$ cat config.mk
export PLATFORM = sky130hd
export DESIGN_NAME = met_ctrl
export DESIGN_NICKNAME = d
export VERILOG_FILES = /design/src/rtl/met_pkg.sv /design/src/rtl/met_ctrl.sv
export SDC_FILE = /design/constraint.sdc
export NUM_CORES = 1
export LEC_CHECK = 0
export BUFFER_PORTS_ARGS = -buffer_cell sky130_fd_sc_hd__buf_2
export CAP_MARGIN = 20
export CELL_PAD_IN_SITES_DETAIL_PLACEMENT = 2
export CELL_PAD_IN_SITES_GLOBAL_PLACEMENT = 2
export CORE_AREA = 4 4 41 43
export CTS_CLUSTER_DIAMETER = 200
export DETAILED_ROUTE_END_ITERATION = 10
export DIE_AREA = 0 0 45 47
export GPL_ROUTABILITY_DRIVEN = 0
export PLACE_DENSITY = 0.65
export SETUP_SLACK_MARGIN = 0.02
export SYNTH_ARGS = -nofsm -noshare
export SYNTH_HDL_FRONTEND = slang
export SYNTH_SLANG_ARGS = --single-unit
$ cat constraint.sdc
create_clock -name clock -period 1.3 [get_ports clock]
set_input_delay 0.26 -clock clock [delete_from_list [all_inputs] [get_ports clock]]
set_output_delay 0.26 -clock clock [all_outputs]
set_load 0.02 [all_outputs]
$ cat src/rtl/met_pkg.sv
// Shared types and constants for the Mandelbrot escape-time pixel engine.
// Used by met_csr, met_ctrl, met_datapath and the top level; no dependencies.
package met_pkg;

   localparam int CSR_ADDR_W = 5;
   localparam int CSR_DATA_W = 32;
   localparam int FRAC_BITS  = 28;

   localparam logic [2:0] REG_MAX_ITER   = 3'd0;
   localparam logic [2:0] REG_REAL_LEFT  = 3'd1;
   localparam logic [2:0] REG_IMAG_TOP   = 3'd2;
   localparam logic [2:0] REG_REAL_STEP  = 3'd3;
   localparam logic [2:0] REG_IMAG_STEP  = 3'd4;

   localparam logic [15:0] RST_MAX_ITER  = 16'd100;
   localparam logic [31:0] RST_REAL_LEFT = 32'hE000_0000;
   localparam logic [31:0] RST_IMAG_TOP  = 32'h2000_0000;
   localparam logic [30:0] RST_STEP      = 31'd1049601;

   localparam logic [31:0] COLOUR_BASE = 32'h000F_0F0F;
   localparam logic [31:0] COLOUR_STEP = 32'd1050;

   localparam logic [63:0] ESCAPE_LIMIT = 64'h0400_0000_0000_0000;

   localparam logic signed [63:0] SAT_HI = 64'sh0000_0000_7FFF_FFFF;
   localparam logic signed [63:0] SAT_LO = 64'shFFFF_FFFF_8000_0000;

   typedef struct packed {
      logic [15:0] max_iterations;
      logic [31:0] real_left;
      logic [31:0] imag_top;
      logic [30:0] real_step;
      logic [30:0] imag_step;
   } cfg_type;

   typedef enum logic [2:0] {
      ST_IDLE,
      ST_MAP_MUL,
      ST_MAP_ADD,
      ST_SQUARE,
      ST_UPDATE,
      ST_DONE
   } state_type;

   typedef struct packed {
      logic load;
      logic map_mul;
      logic map_add;
      logic square;
      logic step;
   } cmd_type;

   typedef struct packed {
      logic at_limit;
      logic last_step;
      logic escape;
   } status_type;

   function automatic logic [31:0] sat32(input logic signed [63:0] v);
      logic [31:0] r;
      if (v > SAT_HI) begin
         r = 32'h7FFF_FFFF;
      end else if (v < SAT_LO) begin
         r = 32'h8000_0000;
      end else begin
         r = v[31:0];
      end
      return r;
   endfunction

endpackage

$ cat src/rtl/met_ctrl.sv
// Sequencing state machine for one pixel: map, then square/update loop.
// Depends on met_pkg for state_type, cmd_type and status_type.
module met_ctrl (
   input  logic                 clock,
   input  logic                 reset,
   input  logic                 start,
   input  met_pkg::status_type  status,
   output met_pkg::cmd_type     cmd,
   output logic                 busy,
   output logic                 done
);

   met_pkg::state_type state_ff;
   met_pkg::state_type state_in;

   always_ff @(posedge clock) begin
      if (reset) begin
         state_ff <= met_pkg::ST_IDLE;
      end else begin
         state_ff <= state_in;
      end
   end

   always_comb begin
      state_in = state_ff;
      cmd      = '0;
      busy     = 1'b1;
      done     = 1'b0;
      unique case (state_ff)
         met_pkg::ST_IDLE: begin
            busy = 1'b0;
            if (start) begin
               cmd.load = 1'b1;
               state_in = met_pkg::ST_MAP_MUL;
            end
         end
         met_pkg::ST_MAP_MUL: begin
            cmd.map_mul = 1'b1;
            state_in    = met_pkg::ST_MAP_ADD;
         end
         met_pkg::ST_MAP_ADD: begin
            cmd.map_add = 1'b1;
            state_in    = status.at_limit ? met_pkg::ST_DONE : met_pkg::ST_SQUARE;
         end
         met_pkg::ST_SQUARE: begin
            cmd.square = 1'b1;
            state_in   = met_pkg::ST_UPDATE;
         end
         met_pkg::ST_UPDATE: begin
            priority if (status.escape) begin
               state_in = met_pkg::ST_DONE;
            end else if (status.last_step) begin
               cmd.step = 1'b1;
               state_in = met_pkg::ST_DONE;
            end else begin
               cmd.step = 1'b1;
               state_in = met_pkg::ST_SQUARE;
            end
         end
         met_pkg::ST_DONE: begin
            done     = 1'b1;
            state_in = met_pkg::ST_IDLE;
         end
         default: begin
            state_in = met_pkg::ST_IDLE;
         end
      endcase
   end

endmodule

==> out/qor.txt <==
Ant. Diodes -> 0
transition time of the tightest slew-check pin -> 360 ps
iteration-0 DRC count of the detailed router -> 0
CTS buffer count -> 3
Die Footprint -> 2120 um2
Slew headroom -> 0.758
ratio of cells with drive above 1 in the final layout -> 0.581
max reg flops -> 3
library cells used by synthesis -> 14
primary flip-flop cell chosen by synthesis mapping -> sky130_fd_sc_hd__dfxtp_1
initial antenna violation count -> 0
critical path, cell by cell -> or3_4, nor2_4, buf_6
max-slew violation total from the final report -> 0
total leakage power -> 0.160 nW
min cycle time layout -> 1420 ps
CTS H-tree depth -> 1
Simple-Gate Fraction of Synth Area -> 0.484
cells on worst reg2reg path -> 4
startpoint type of the worst setup path -> register
required time of the critical path -> 1040 ps
Final Hold Fails -> 0
Post-Synthesis Mean Instance Area -> 7.75 um2
aggregate global-route resource usage -> 0.0891
dpl hpwl -> 631 um
Finished Cell Area -> 354 um2
Post-Place Setup Slack -> 21.9 ps
global-route wire length before repair -> 1280 um
Net Count, Synth -> 32
cell type of the slowest stage on the worst timing path -> sky130_fd_sc_hd__or3_4
final routed wirelength across all metal layers -> 775 um
# hold bufs at CTS -> 0
buffering stage count on the worst path with inverters included -> 1
Layout Area Growth over Synthesis -> 75.8%
Final Worst Setup Slack -> -122 ps
maximum vdd drop -> 0.453 mV
R2R Setup Slk -> 80 ps
buffer levels on the longest clock path -> 2
RSZ-0062 raised after global routing -> true
kind of end point of the critical path -> primary output
Async S/R FF share, synth -> 0
Reg-to-Reg End -> state_ff[2]
largest clock skew in the final design -> 0.0549 ps
clock slew seen by the registers of the worst setup and hold paths -> 40 ps
number of endpoints failing setup at the final stage -> 6
post-detailed-route wirelength per cell -> 13.4 um
top cells by area in the synthesized netlist -> sky130_fd_sc_hd__dfxtp_1, sky130_fd_sc_hd__nor2_1, sky130_fd_sc_hd__nor3_1
root buffer selected by CTS -> sky130_fd_sc_hd__clkbuf_4
failing checks -> negative setup slack
DRC Markers -> 0
synth warn -> 0
portion of synthesized cell area occupied by the leading cell type -> 0.298
worst hold path type -> in -> reg
worst setup path category -> reg -> out
post-layout net count -> 50
Final period util -> 1.09
count of nets left with antenna violations after detail routing -> 0
arrival time of the worst setup path -> 1160 ps
core footprint -> 1300 um2
Cells after Synth -> 26
post-detailed-route via-to-cell ratio -> 4.31
Vert. Die Dim -> 47 um
via count of the first global-routing pass -> 303
maximum number of pins on one net before global-route repair -> 7
CTS sink cnt -> 3
most frequent cell after synthesis -> sky130_fd_sc_hd__nor2_1
post-route core utilization -> 0.272
share of the yosys chip area belonging to registers -> 0.298
Synth Register Bits -> 3
number of buffers inserted by port buffering -> 12
global route overflow -> 0
fraction of the mapped netlist area in compound gates -> 0.124
Reg-to-Reg Start -> state_ff[1]
source-to-sink clock delay at the later pin of the worst-skew pair -> 230 ps
number of violations of the max-capacitance limit -> 0
total vias in the final route -> 250
Pwr Density -> 1120 nW/um2
number of top-level pins -> 13
number of filler instances in the final layout -> 155
delay contributed by the slowest stage of the critical path -> 380 ps
die width -> 45 um
number of post-CTS setup repair buffers -> 0
post-synthesis share of cell area spent on xor and xnor gates -> 0
most used standard cells in the synthesized netlist -> sky130_fd_sc_hd__nor2_1, sky130_fd_sc_hd__dfxtp_1, sky130_fd_sc_hd__nor3_1
First-pass DRT Iterations -> 1
Core Rows -> 13
Final TNS setup -> -433 ps
TritonCTS clock tree -> done
register with the most flip-flops -> state_ff
top flop regs -> state_ff x3
result of the run -> complete, but fails checks
post-synth design cell area -> 201 um2
dpl cell area -> 297 um2
largest family of logic cells by synthesized area -> simple AND/OR/NAND/NOR gates
starting density of the core -> 0.155
library cell with the largest summed area after synthesis -> sky130_fd_sc_hd__dfxtp_1
top cell family by delay on the critical path -> simple AND/OR/NAND/NOR gates
timing-limited maximum frequency -> 703 MHz
number of cells on the worst hold path -> 2
mux contribution to synthesized area -> 0
worst hold endpoint -> state_ff[0]
largest fanout on the critical path -> 6
count of flip-flops with a built-in enable after synthesis -> 0
adder and majority cell fraction of the synthesized area -> 0
overall power -> 0.000397 W
min-delay src -> reset
[final cells by class]
cell class / instances / area [um2] / area share
clock buffers: 4 / 26.3 / 0.0742
inverters: 2 / 7.51 / 0.0212
multi-input cells: 20 / 145 / 0.410
flip-flops and latches: 3 / 65.1 / 0.184
well taps: 15 / 18.8 / 0.0530
repair buffers: 14 / 91.3 / 0.258
[worst max-delay path by stage]
stage,startpoint,endpoint,slack [ps],cells after the start
after CTS,state_ff[2],cmd[4],-140,3
final,state_ff[2],cmd[4],-120,3
after global placement,state_ff[0],cmd[3],80,3
after global routing,state_ff[2],cmd[4],-190,3
after detailed placement,state_ff[0],cmd[3],20,3
after floorplan,state_ff[1],cmd[0],50,2
[logic make-up (layout without fill, tap and decap cells)]
family | Yosys count | in the layout
buf+inv | 3 | 20
compound gates | 3 | 3
simple gates | 17 | 17
flops | 3 | 3
[metrics by stage]
stage,hold slack [ps],instances
after floorplan,339,26
after global placement,457,54
after detailed placement,461,54
after CTS,210,58
after global routing,215,58
final,223,58
[power by group]
part,internal [W],total (W),switching (W)
sequential,0.000100,0.000110,0.00000947
combinational,0.0000564,0.000126,0.0000696
clock,0.000115,0.000161,0.0000458
[layout by cell type (no fill, tap or decap), drive strengths merged]
master	instances
and2	1
buf	14
clkbuf	4
dfxtp	3
inv	2
nand2b	2
nor2	6
nor3	4
nor4	3
o21a	1
o31a	1
o32ai	1
or3	1
[metal layers]
layer,wire (um),track usage
met1,270,0.0747
met2,497,0.167
met3,8,0.0230
met4,0,0.0877
met5,0,0
[what timing repair did]
item | in CTS | in global routing
resized for setup | 10 | 1
pin swaps | 0 | 1
endpoints found under the setup margin | 7 | 8
Power figures use the tool's default switching activity.
