[config.mk]
export PLATFORM = sky130hd
export DESIGN_NAME = met_csr
export DESIGN_NICKNAME = d
export VERILOG_FILES = /design/src/rtl/met_pkg.sv /design/src/rtl/met_csr.sv
export SDC_FILE = /design/constraint.sdc
export NUM_CORES = 1
export LEC_CHECK = 0
export BUFFER_PORTS_ARGS = -buffer_cell sky130_fd_sc_hd__buf_2
export CORE_MARGIN = 2
export CORE_UTILIZATION = 40
export CTS_BUF_LIST = sky130_fd_sc_hd__clkbuf_8
export DETAILED_ROUTE_END_ITERATION = 16
export PLACE_DENSITY = 0.77
export SLEW_MARGIN = 5
export SYNTH_ARGS = -nofsm -noshare
export SYNTH_HDL_FRONTEND = slang
export SYNTH_SLANG_ARGS = --single-unit
[constraint.sdc]
create_clock -name clock -period 1.8 [get_ports clock]
set_input_delay 0.18 -clock clock [delete_from_list [all_inputs] [get_ports clock]]
set_output_delay 0.18 -clock clock [all_outputs]
set_load 0.005 [all_outputs]
[src/rtl/met_pkg.sv]
// Shared types and constants for the Mandelbrot escape-time pixel engine.
// Used by met_csr, met_ctrl, met_datapath and the top level; no dependencies.
package met_pkg;

   localparam int CSR_ADDR_W = 5;
   localparam int CSR_DATA_W = 32;
   localparam int FRAC_BITS  = 28;

   localparam logic [2:0] REG_MAX_ITER   = 3'd0;
   localparam logic [2:0] REG_REAL_LEFT  = 3'd1;
   localparam logic [2:0] REG_IMAG_TOP   = 3'd2;
   localparam logic [2:0] REG_REAL_STEP  = 3'd3;
   localparam logic [2:0] REG_IMAG_STEP  = 3'd4;

   localparam logic [15:0] RST_MAX_ITER  = 16'd100;
   localparam logic [31:0] RST_REAL_LEFT = 32'hE000_0000;
   localparam logic [31:0] RST_IMAG_TOP  = 32'h2000_0000;
   localparam logic [30:0] RST_STEP      = 31'd1049601;

   localparam logic [31:0] COLOUR_BASE = 32'h000F_0F0F;
   localparam logic [31:0] COLOUR_STEP = 32'd1050;

   localparam logic [63:0] ESCAPE_LIMIT = 64'h0400_0000_0000_0000;

   localparam logic signed [63:0] SAT_HI = 64'sh0000_0000_7FFF_FFFF;
   localparam logic signed [63:0] SAT_LO = 64'shFFFF_FFFF_8000_0000;

   typedef struct packed {
      logic [15:0] max_iterations;
      logic [31:0] real_left;
      logic [31:0] imag_top;
      logic [30:0] real_step;
      logic [30:0] imag_step;
   } cfg_type;

   typedef enum logic [2:0] {
      ST_IDLE,
      ST_MAP_MUL,
      ST_MAP_ADD,
      ST_SQUARE,
      ST_UPDATE,
      ST_DONE
   } state_type;

   typedef struct packed {
      logic load;
      logic map_mul;
      logic map_add;
      logic square;
      logic step;
   } cmd_type;

   typedef struct packed {
      logic at_limit;
      logic last_step;
      logic escape;
   } status_type;

   function automatic logic [31:0] sat32(input logic signed [63:0] v);
      logic [31:0] r;
      if (v > SAT_HI) begin
         r = 32'h7FFF_FFFF;
      end else if (v < SAT_LO) begin
         r = 32'h8000_0000;
      end else begin
         r = v[31:0];
      end
      return r;
   endfunction

endpackage

[src/rtl/met_csr.sv]
// Configuration register file with an APB-style access port.
// Depends on met_pkg for register indexes, reset values and cfg_type.
module met_csr (
   input  logic                           clock,
   input  logic                           reset,
   input  logic                           psel,
   input  logic                           penable,
   input  logic                           pwrite,
   input  logic [met_pkg::CSR_ADDR_W-1:0] paddr,
   input  logic [met_pkg::CSR_DATA_W-1:0] pwdata,
   output logic [met_pkg::CSR_DATA_W-1:0] prdata,
   output logic                           pready,
   output met_pkg::cfg_type               cfg
);

   met_pkg::cfg_type cfg_ff;
   met_pkg::cfg_type cfg_in;
   logic [2:0]       reg_idx;
   logic             wr_en;

   assign reg_idx = paddr[4:2];
   assign wr_en   = psel && penable && pwrite;
   assign pready  = 1'b1;
   assign cfg     = cfg_ff;

   always_comb begin
      cfg_in = cfg_ff;
      if (wr_en) begin
         unique case (reg_idx)
            met_pkg::REG_MAX_ITER:  cfg_in.max_iterations = pwdata[15:0];
            met_pkg::REG_REAL_LEFT: cfg_in.real_left      = pwdata;
            met_pkg::REG_IMAG_TOP:  cfg_in.imag_top       = pwdata;
            met_pkg::REG_REAL_STEP: cfg_in.real_step      = pwdata[30:0];
            met_pkg::REG_IMAG_STEP: cfg_in.imag_step      = pwdata[30:0];
            default:                cfg_in = cfg_ff;
         endcase
      end
   end

   always_comb begin
      unique case (reg_idx)
         met_pkg::REG_MAX_ITER:  prdata = {16'b0, cfg_ff.max_iterations};
         met_pkg::REG_REAL_LEFT: prdata = cfg_ff.real_left;
         met_pkg::REG_IMAG_TOP:  prdata = cfg_ff.imag_top;
         met_pkg::REG_REAL_STEP: prdata = {1'b0, cfg_ff.real_step};
         met_pkg::REG_IMAG_STEP: prdata = {1'b0, cfg_ff.imag_step};
         default:                prdata = '0;
      endcase
   end

   always_ff @(posedge clock) begin
      if (reset) begin
         cfg_ff.max_iterations <= met_pkg::RST_MAX_ITER;
         cfg_ff.real_left      <= met_pkg::RST_REAL_LEFT;
         cfg_ff.imag_top       <= met_pkg::RST_IMAG_TOP;
         cfg_ff.real_step      <= met_pkg::RST_STEP;
         cfg_ff.imag_step      <= met_pkg::RST_STEP;
      end else begin
         cfg_ff <= cfg_in;
      end
   end

endmodule

==> summary.txt, run 1 <==
Antenna cells = 0
Later-pin clock latency in the skew report = 0.44 ns
Crit path time final = 1.661 ns
Largest register FFs = 142
CP cell instances = buf_2 > buf_4 > mux2i_1 > o2bb2ai_1 > a221o_1 > buf_2
P_leak = 4.265 nW
DP HPWL = 12.75 mm
Total Wirelength = 18.77 mm
Core Box Area = 15940 µm²
CP Class = input port to primary output
TritonCTS clock tree = done
Req. time, crit path = 1.62 ns
Worst R2R Setup Slack = 1.04 ns
Commonest cells after routing, fill and taps aside = buf_2 (212), dfxtp_1 (142), nand2b_1 (134)
Hold Startpoint = pwdata[2]
Met1 GRT Util = 28.36%
CTS buffer count = 17
Pins Over Slew Limit = 0
Crit Reg-Reg Startpoint = cfg[120]
Syn_area_per_cell = 10.06 µm²
Clock Sinks = 142
Post-Synthesis Net Count = 693
Overall Global Routing Usage = 21.17%
Pwr Total = 0.006108 W
Nets = 897
Die span in y = 132.0 µm
CP most frequent cell = buf_2
Peak VDD IR = 0.3993 mV
Worst slew pin tran = 0.5303 ns
Period utilization = 92.29%
CP max FO = 13
DRC = 0
First-pass GRT wire length = 29.53 mm
CTS max path bufs = 2
Crit-path leading delay family = buffers and inverters
Critical path depth in cells = 6
PD cells = 733.3 nW/µm²
M3 GR Usage = 5.882%
Crit start category = input port
Horiz. Die Dim = 132.0 µm
Seq cells post-synth = 142
CTS clk-pin slew, worst paths = 0.08 ns
Std-Cell Rows = 46
Hold crit path type = input port to flip-flop
Worst Hold End = cfg[128]
Compound-Gate Fraction of Synth Area = 13.45%
Root buf cell = clkbuf_8
Synth cell types = 29
Worst Path Arrival = 1.48 ns
Die area = 17420 µm²
Post-Synthesis Cells = 651
Final Setup Violations = 0
Total grt overflow = 0
Mux share of post-synthesis cell area = 19.71%
Crit Reg-Reg Endpoint = cfg[120]
Gp weighted congestion = 0.7436
Share of layout cells above drive strength 1 = 31.49%
DR vias = 5616
IO Count = 217
Vias per cell = 5.186
WHS Path Cells = 3
R2R cell count = 3
Final core occ = 52.24%
Commonest non-fill, non-tap cell in the layout = buf_2
Initial antenna violation count = 0
Input/output buffers = 213
Simple-Gate Fraction of Synth Area = 19.19%
Final ANT Viol Nets = 0
WP buf/inv = 3
Synth Area in XOR/XNOR = 0%
Register area share after synthesis = 43.39%
Vias in the first global route = 5345
Starting Density = 41.09%
Ys Warns = 0
Maxcap violations = 0
GR peak layer = met2
RSZ-0062 raised after global routing = no
Worst Skew = 0 ns
Synthesized cell area = 6551 µm²
Drt first pass iters = 4
Synth Area in Adders = 0%
M2 GR Usage = 33.07%
Slew HR = 64.56%
Pin count of the biggest net entering global routing = 94
Status = complete, no violations
Routed len/inst = 17.33 µm
Largest family of logic cells by synthesized area = multiplexers
DRT iter0 DRCs = 330
CP peak stage delay = 0.34 ns
Cell with the largest stage delay on the worst path = buf_4
Highest Clock Rate = 0.6020 GHz
Area Growth Syn to Fin = 27.14%
Final Hold Fails = 0
CP Capture Type = primary output
Max H-tree Level = 4
==> where the power goes <==
group / internal (W) / switching [W] / total, W
combinational: 0.000205 / 0.000261 / 0.000467
sequential: 0.00316 / 0.0000196 / 0.00318
clock: 0.00129 / 0.00117 / 0.00246
==> stage by stage <==
stage          cells  setup slack, ns  hold slack (ns)  setup TNS [ns]  cell area (µm²)
2_1_floorplan    651           0.4187           0.3353               0             6551
3_3_place_gp    1047       -0.0007641           0.4534      -0.0007641             7890
3_5_place_dp    1047         -0.04308           0.4631         -0.2942             7890
4_1_cts         1083           0.1438         0.003483               0             8329
5_1_grt         1083          0.07153          0.01509               0             8329
6_report        1083           0.1388          0.02872               0             8329
==> how the worst max path moves through the flow <==
stage	startpoint	endpoint
after CTS	paddr[3]	prdata[7]
final	paddr[3]	prdata[7]
after global placement	paddr[4]	prdata[30]
after global routing	paddr[3]	prdata[9]
after detailed placement	paddr[4]	prdata[16]
after floorplan	paddr[2]	prdata[16]
==> worst reg2reg max path, stage by stage, from the launching register on <==
cell	delay, ns
dfxtp_1	0.40
nor2b_1	0.14
o21ai_0	0.08
o21ai_1	0.07
==> cell families after synthesis <==
group,after synthesis
mux,129
buf+inv,57
compound gates,121
flops,142
other cells,1
simple gates,201
==> routing by layer <==
layer  vias to the layer above  wire length, µm
li1                       2711                -
met1                      2686             8541
met2                       192             8583
met3                        27             1309
met4                         0              334
met5                         -                0
==> Yosys cell counts <==
cell type | count | area share (%)
buf_2 | 19 | 1.5
o21ai_0 | 48 | 3.7
nor2b_1 | 29 | 2.8
and4b_1 | 1 | 0.15
nor3b_1 | 1 | 0.11
nand4b_4 | 1 | 0.36
buf_4 | 8 | 0.92
a221o_1 | 31 | 4.7
or2_1 | 1 | 0.096
o21ai_1 | 10 | 0.76
nand4_2 | 1 | 0.19
or3_1 | 1 | 0.096
dfxtp_1 | 142 | 43
conb_1 | 1 | 0.057
o2bb2ai_1 | 16 | 2.1
nor2_1 | 23 | 1.3
nor2_2 | 1 | 0.096
and3_1 | 1 | 0.096
nor3b_4 | 1 | 0.29
and3b_1 | 1 | 0.13
nand3b_1 | 1 | 0.11
clkbuf_1 | 29 | 1.7
nor3b_2 | 1 | 0.19
a22o_1 | 16 | 2.1
nand2b_1 | 134 | 13
nor3_2 | 2 | 0.31
buf_6 | 1 | 0.17
mux2i_1 | 129 | 20
nand3_1 | 1 | 0.076
==> timing repair <==
item | 4_1_cts | 5_1_grt
setup endpoints to repair | 16 | 0
buffers inserted | 0 | 0
hold endpoints to repair | 5 | 0
hold buffers | 5 | 0
resized for setup | 2 | 0
==> area by class of cell <==
| type | count | area, µm² |
|---|---|---|
| multi-input combinational | 452 | 3460 |
| fill | 1469 | 7614 |
| timing repair buffer | 242 | 1374 |
| clock inverter | 8 | 66.31 |
| sequential | 142 | 2843 |
| clock buffer | 23 | 316.6 |
| tap | 216 | 270.3 |
No activity file was read; power rests on OpenSTA's default activity.
==> run 2: changes to the inputs <==
--- a/config.mk
+++ b/config.mk
@@ -7,10 +7,10 @@
 export LEC_CHECK = 0
 export BUFFER_PORTS_ARGS = -buffer_cell sky130_fd_sc_hd__buf_2
 export CORE_MARGIN = 2
-export CORE_UTILIZATION = 40
+export CORE_UTILIZATION = 51
 export CTS_BUF_LIST = sky130_fd_sc_hd__clkbuf_8
 export DETAILED_ROUTE_END_ITERATION = 16
-export PLACE_DENSITY = 0.77
+export PLACE_DENSITY = 0.92
 export SLEW_MARGIN = 5
 export SYNTH_ARGS = -nofsm -noshare
 export SYNTH_HDL_FRONTEND = slang
==> constraint.sdc (replaced) <==
create_clock -name clock -period 1.6 [get_ports clock]
set_input_delay 0.16 -clock clock [delete_from_list [all_inputs] [get_ports clock]]
set_output_delay 0.16 -clock clock [all_outputs]
set_load 0.005 [all_outputs]
==> summary.txt, run 2 (synthesized netlist as in run 1, its figures left out) <==
Pwr Total = 0.007226 W (+18%)
Commonest non-fill, non-tap cell in the layout = buf_2
Internal = 0.005424 W (+16%)
Root buf cell = clkbuf_8
Peak VDD IR = 0.4439 mV (+11%)
Vias per cell = 5.493 (+5.9%)
Reg power frac = 49.5% (-2.6 points)
Initial antenna violation count = 0 (unchanged)
DRT iter0 DRCs = 346 (+4.8%)
Area Growth Syn to Fin = 30.08%
Clock Sinks = 142 (unchanged)
Crit start category = input port
CTS max path bufs = 2 (unchanged)
Routed len/inst = 18.13 µm (+4.6%)
TritonCTS clock tree = done
Slew HR = 65.71% (+1.1 points)
Antenna cells = 0 (unchanged)
Worst Skew = 0 ns (unchanged)
DRC = 0 (unchanged)
CTS clk-pin slew, worst paths = 0.08 ns (about the same)
Cell with the largest stage delay on the worst path = a22o_1
Worst slew pin tran = 0.5132 ns (-0.01709 ns)
Total grt overflow = 0 (unchanged)
Drt first pass iters = 6 (+2)
Req. time, crit path = 1.44 ns (-0.18 ns)
Later-pin clock latency in the skew report = 0.44 ns (about the same)
Share of layout cells above drive strength 1 = 36.01% (+4.5 points)
Gp weighted congestion = 0.8252 (+11%)
Combinational share of power = 7.7% (about the same)
Hold Startpoint = pwdata[29]
CP Class = input port to primary output
CP most frequent cell = buf_2
Nets = 912 (+1.7%)
Worst Path Arrival = 1.43 ns (-0.05 ns)
Largest register FFs = 142 (unchanged)
RSZ-0062 raised after global routing = yes
CP peak stage delay = 0.28 ns (-0.06 ns)
Input/output buffers = 213 (unchanged)
Worst Hold End = cfg[29]
IO Count = 217 (unchanged)
Commonest cells after routing, fill and taps aside = buf_2 (212), nand2b_1 (134), mux2i_1 (127)
Pins Over Slew Limit = 0 (unchanged)
Worst R2R Setup Slack = 0.73 ns (-0.31 ns)
Horiz. Die Dim = 117.3 µm (-11%)
Die area = 13770 µm² (-21%)
Max H-tree Level = 4 (unchanged)
DR vias = 5795 (+3.2%)
Maxcap violations = 0 (unchanged)
PD cells = 847.9 nW/µm² (+16%)
Net switching power = 0.001802 W (+24%)
Hold crit path type = input port to flip-flop
Period utilization = 99.38%
CP cell instances = buf_2 > nor3b_4 > buf_4 > a22o_1 > a221o_1 > buf_2
CP Capture Type = primary output
Vias in the first global route = 5569 (+4.2%)
WHS Path Cells = 3 (unchanged)
R2R cell count = 4 (+1)
Std-Cell Rows = 41 (-11%)
CTS buffer count = 17 (unchanged)
Clock power frac = 42.8% (+2.5 points)
P_leak = 4.377 nW (+2.6%)
Highest Clock Rate = 0.6289 GHz
Pin count of the biggest net entering global routing = 48 (-49%)
Crit Reg-Reg Startpoint = cfg[96]
Final ANT Viol Nets = 0 (unchanged)
Switching Share = 24.94% (+1.2 points)
Crit path time final = 1.590 ns
Overall Global Routing Usage = 26.90% (+5.7 points)
Core Box Area = 12570 µm² (-21%)
First-pass GRT wire length = 29.62 mm (+0.33%)
Crit Reg-Reg Endpoint = cfg[96]
Final Setup Violations = 0 (unchanged)
Total Wirelength = 19.13 mm (+1.9%)
Final core occ = 67.80% (+16 points)
Status = complete, no violations
Starting Density = 52.13% (+11 points)
Final Hold Fails = 0 (unchanged)
Die span in y = 117.3 µm (-11%)
DP HPWL = 13.15 mm (+3.2%)
CP max FO = 21 (+8)
[run 2: per-layer routing]
| metal | part of all wire [%] | up-vias | global-route usage [%] | wire, µm |
|---|---|---|---|---|
| met5 | 0 | - | 0 | 0 |
| met1 | 42 | 2808 | 33.30 | 8121 |
| li1 | - | 2730 | - | - |
| met4 | 1.7 | 0 | 8.057 | 330 |
| met2 | 49 | 232 | 46.02 | 9346 |
| met3 | 7.0 | 25 | 7.004 | 1333 |
[run 2: how the worst max path moves through the flow]
| stage | startpoint | end | slack [ns] |
|---|---|---|---|
| after global routing | cfg[33] | prdata[2] | -0.07 |
| after CTS | cfg[109] | prdata[15] | 0.001 |
| after floorplan | paddr[2] | prdata[16] | 0.26 |
| after global placement | paddr[4] | prdata[29] | -0.03 |
| final | paddr[3] | prdata[17] | 0.01 |
| after detailed placement | paddr[4] | prdata[17] | -0.12 |
[run 2: what timing repair did]
item,CTS,global route
gates resized for setup,6,21
gates cloned,0,0
setup buffers,1,3
hold buffers,5,0
setup endpoints to repair,20,16
hold endpoints to repair,6,0
[run 2: per-stage QoR]
step           hold WS [ns]  worst slack, ns  cell area [µm²]  std cells  setup TNS (ns)
2_1_floorplan        0.3153           0.2587             6551        651               0
3_3_place_gp         0.4374         -0.02993             7968       1014         -0.3946
3_5_place_dp         0.4504          -0.1185             7968       1014          -1.192
4_1_cts          0.00004935         0.001212             8463       1052               0
5_1_grt             0.01320         -0.06636             8522       1055         -0.3332
6_report            0.02456         0.009967             8522       1055               0
[run 2: area by class of cell]
| class | instances | area, µm² |
|---|---|---|
| clock buffers | 18 | 247.7 |
| fillers | 961 | 4046 |
| repair buffers | 257 | 1536 |
| well taps | 172 | 215.2 |
| flip-flops and latches | 142 | 2872 |
| multi-input cells | 452 | 3472 |
| clock inverters | 14 | 178.9 |
[run 2: worst max-delay path, delay by kind of cell]
family | cells | cell delay, ns
AO/OA/AOI/OAI | 2 | 0.55
buffers and inverters | 3 | 0.61
AND/OR/NAND/NOR | 1 | 0.08
[run 2: power by group through the flow]
| stage | logic (W) | registers, W | clock network, W |
|---|---|---|---|
| after floorplan | 0.000305 | 0.00366 | 0 |
| after global placement | 0.000525 | 0.00366 | 0 |
| after detailed placement | 0.000535 | 0.00366 | 0 |
| after CTS | 0.000547 | 0.00358 | 0.00314 |
| after global routing | 0.000592 | 0.00358 | 0.00330 |
| final | 0.000555 | 0.00358 | 0.00309 |
==> run 3: changes to the inputs <==
--- a/config.mk
+++ b/config.mk
@@ -9,6 +9,7 @@
 export CORE_MARGIN = 2
 export CORE_UTILIZATION = 51
 export CTS_BUF_LIST = sky130_fd_sc_hd__clkbuf_8
+export CTS_CLUSTER_SIZE = 40
 export DETAILED_ROUTE_END_ITERATION = 16
 export PLACE_DENSITY = 0.92
 export SLEW_MARGIN = 5
==> constraint.sdc (replaced) <==
create_clock -name clock -period 2 [get_ports clock]
set_input_delay 0.2 -clock clock [delete_from_list [all_inputs] [get_ports clock]]
set_output_delay 0.2 -clock clock [all_outputs]
set_load 0.005 [all_outputs]
==> summary.txt, run 3 (synthesized netlist as in run 1, its figures left out) <==
P_leak = 4.276 nW (-2.3%)
WHS Path Cells = 3 (unchanged)
Die span in y = 117.3 µm (unchanged)
Antenna cells = 0 (unchanged)
Setup TNS = 0 ns (unchanged)
Starting Density = 52.13% (unchanged)
CP Capture Type = primary output
Status = complete, no violations
Combinational share of power = 6.5% (-1.2 points)
CP cell instances = buf_2 > nand2b_1 > nor2_2 > a221o_1 > buf_2
Total Wirelength = 18.43 mm (-3.7%)
Pins Over Slew Limit = 0 (unchanged)
Crit-path leading delay family = simple AND/OR/NAND/NOR gates
DP HPWL = 12.61 mm (-4.2%)
Commonest non-fill, non-tap cell in the layout = buf_2
Peak VDD IR = 0.4263 mV (-4.0%)
Vias per cell = 5.508 (+0.28%)
Highest Clock Rate = 0.5492 GHz
Horiz. Die Dim = 117.3 µm (unchanged)
Nets = 892 (-2.2%)
First-pass GRT wire length = 29.48 mm (-0.49%)
IO Count = 217 (unchanged)
CTS buffer count = 17 (unchanged)
Drt first pass iters = 4 (-2)
Commonest cells after routing, fill and taps aside = buf_2 (212), dfxtp_1 (142), nand2b_1 (134)
RSZ-0062 raised after global routing = no
Crit path time final = 1.821 ns
Crit start category = input port
R2R cell count = 3 (-1)
Switching Share = 22.60% (-2.3 points)
Worst Path Arrival = 1.62 ns (+0.19 ns)
Setup Buffers After CTS = 0 (-1)
Critical path depth in cells = 5 (-1)
Vias in the first global route = 5632 (+1.1%)
Design Area, Final = 8294 µm² (-2.7%)
Routed len/inst = 17.81 µm (-1.8%)
Gp weighted congestion = 0.7926 (-4.0%)
Hold WS = 0.02893 ns (+0.004371 ns)
Hold crit path type = input port to flip-flop
Later-pin clock latency in the skew report = 0.43 ns (about the same)
Area Growth Syn to Fin = 26.60%
PostCTS Resize Cnt = 0 (-6)
DRC = 0 (unchanged)
Maxcap violations = 0 (unchanged)
CTS clk-pin slew, worst paths = 0.09 ns (about the same)
Std-Cell Rows = 41 (unchanged)
CP most frequent cell = buf_2
CP Class = input port to primary output
TritonCTS clock tree = done
Largest register FFs = 142 (unchanged)
Root buf cell = clkbuf_8
DRT iter0 DRCs = 511 (+48%)
Final Hold Fails = 0 (unchanged)
Core Box Area = 12570 µm² (unchanged)
Reg power frac = 46.2% (-3.3 points)
FILL cells = 976 (+1.6%)
Cell with the largest stage delay on the worst path = nor2_2
Input/output buffers = 213 (unchanged)
Worst Skew = 0 ns (unchanged)
Internal = 0.004795 W (-12%)
Final Setup Violations = 0 (unchanged)
Share of layout cells above drive strength 1 = 31.98% (-4.0 points)
Slew HR = 43.61% (-22 points)
Cts hold-fix bufs = 0 (-5)
WP buf/inv = 2 (-1)
Net switching power = 0.001400 W (-22%)
PD cells = 746.9 nW/µm² (-12%)
Period utilization = 91.05%
Dpl cells = 1003 (-1.1%)
Die area = 13770 µm² (unchanged)
Non-Filler Instances = 1035 (-1.9%)
Total grt overflow = 0 (unchanged)
Req. time, crit path = 1.80 ns (+0.36 ns)
Initial antenna violation count = 0 (unchanged)
CP max FO = 16 (-24%)
Clock power frac = 47.3% (+4.5 points)
Final ANT Viol Nets = 0 (unchanged)
CP peak stage delay = 0.65 ns (+0.37 ns)
Overall Global Routing Usage = 26.48% (-0.42 points)
DR vias = 5701 (-1.6%)
CTS max path bufs = 2 (unchanged)
Area post-placement = 7785 µm² (-2.3%)
Clock Sinks = 142 (unchanged)
Max H-tree Level = 4 (unchanged)
Pin count of the biggest net entering global routing = 103 (+110%)
Worst slew pin tran = 0.8449 ns (+0.3317 ns)
run 3: changes by cell type in the layout (fill, tap and decap cells not counted), sizes merged:
cell,previous run,this run
buf,252,237
bufinv,3,7
clkinv,6,3
clkinvlp,0,1
dlygate4sd3,5,0
inv,5,3
run 3: layout make-up:
| class | count | area, µm² | area share [%] |
|---|---|---|---|
| clock inverter | 14 | 261.5 | 3.153 |
| timing repair buffer | 237 | 1274 | 15.36 |
| clock buffer | 18 | 247.7 | 2.987 |
| sequential | 142 | 2843 | 34.27 |
| tap | 172 | 215.2 | 2.595 |
| multi-input combinational | 452 | 3453 | 41.64 |
run 3: metrics by stage:
stage,setup WS (ns),total power (W),utilization [%]
floorplan,0.5787,0.003172,-
global placement,0.1892,0.003324,61.94
detailed placement,0.1498,0.003330,61.94
CTS,0.1683,0.006219,65.99
global route,0.1472,0.006390,65.99
finish,0.1791,0.006195,65.99
run 3: routing by layer:
metal	part of all wire, %	vias up	track usage (%)
met1	43	2758	32.88
met4	1.9	0	9.940
met5	0	-	0
met2	48	229	44.19
met3	6.9	27	6.907
li1	-	2687	-
run 3: path summary, 6_finish.rpt:
| kind | from | to | slack [ns] |
|---|---|---|---|
| setup / recovery | paddr[4] | prdata[25] | 0.18 |
| hold / removal | pwdata[31] | cfg[93] | 0.03 |
| setup reg to reg | cfg[101] | cfg[101] | 1.16 |
| hold reg to reg | cfg[140] | cfg[140] | 0.49 |
run 3: worst min-delay path, cell delays in order:
cell	delay [ns]
buf_2	0.10
nand2b_1	0.06
mux2i_1	0.06
run 3: power groups by stage:
stage | sequential (W) | combinational [W] | clock [W]
global placement | 0.00293 | 0.000396 | 0
floorplan | 0.00293 | 0.000244 | 0
global route | 0.00287 | 0.000436 | 0.00309
CTS | 0.00286 | 0.000403 | 0.00295
finish | 0.00286 | 0.000405 | 0.00293
detailed placement | 0.00293 | 0.000401 | 0
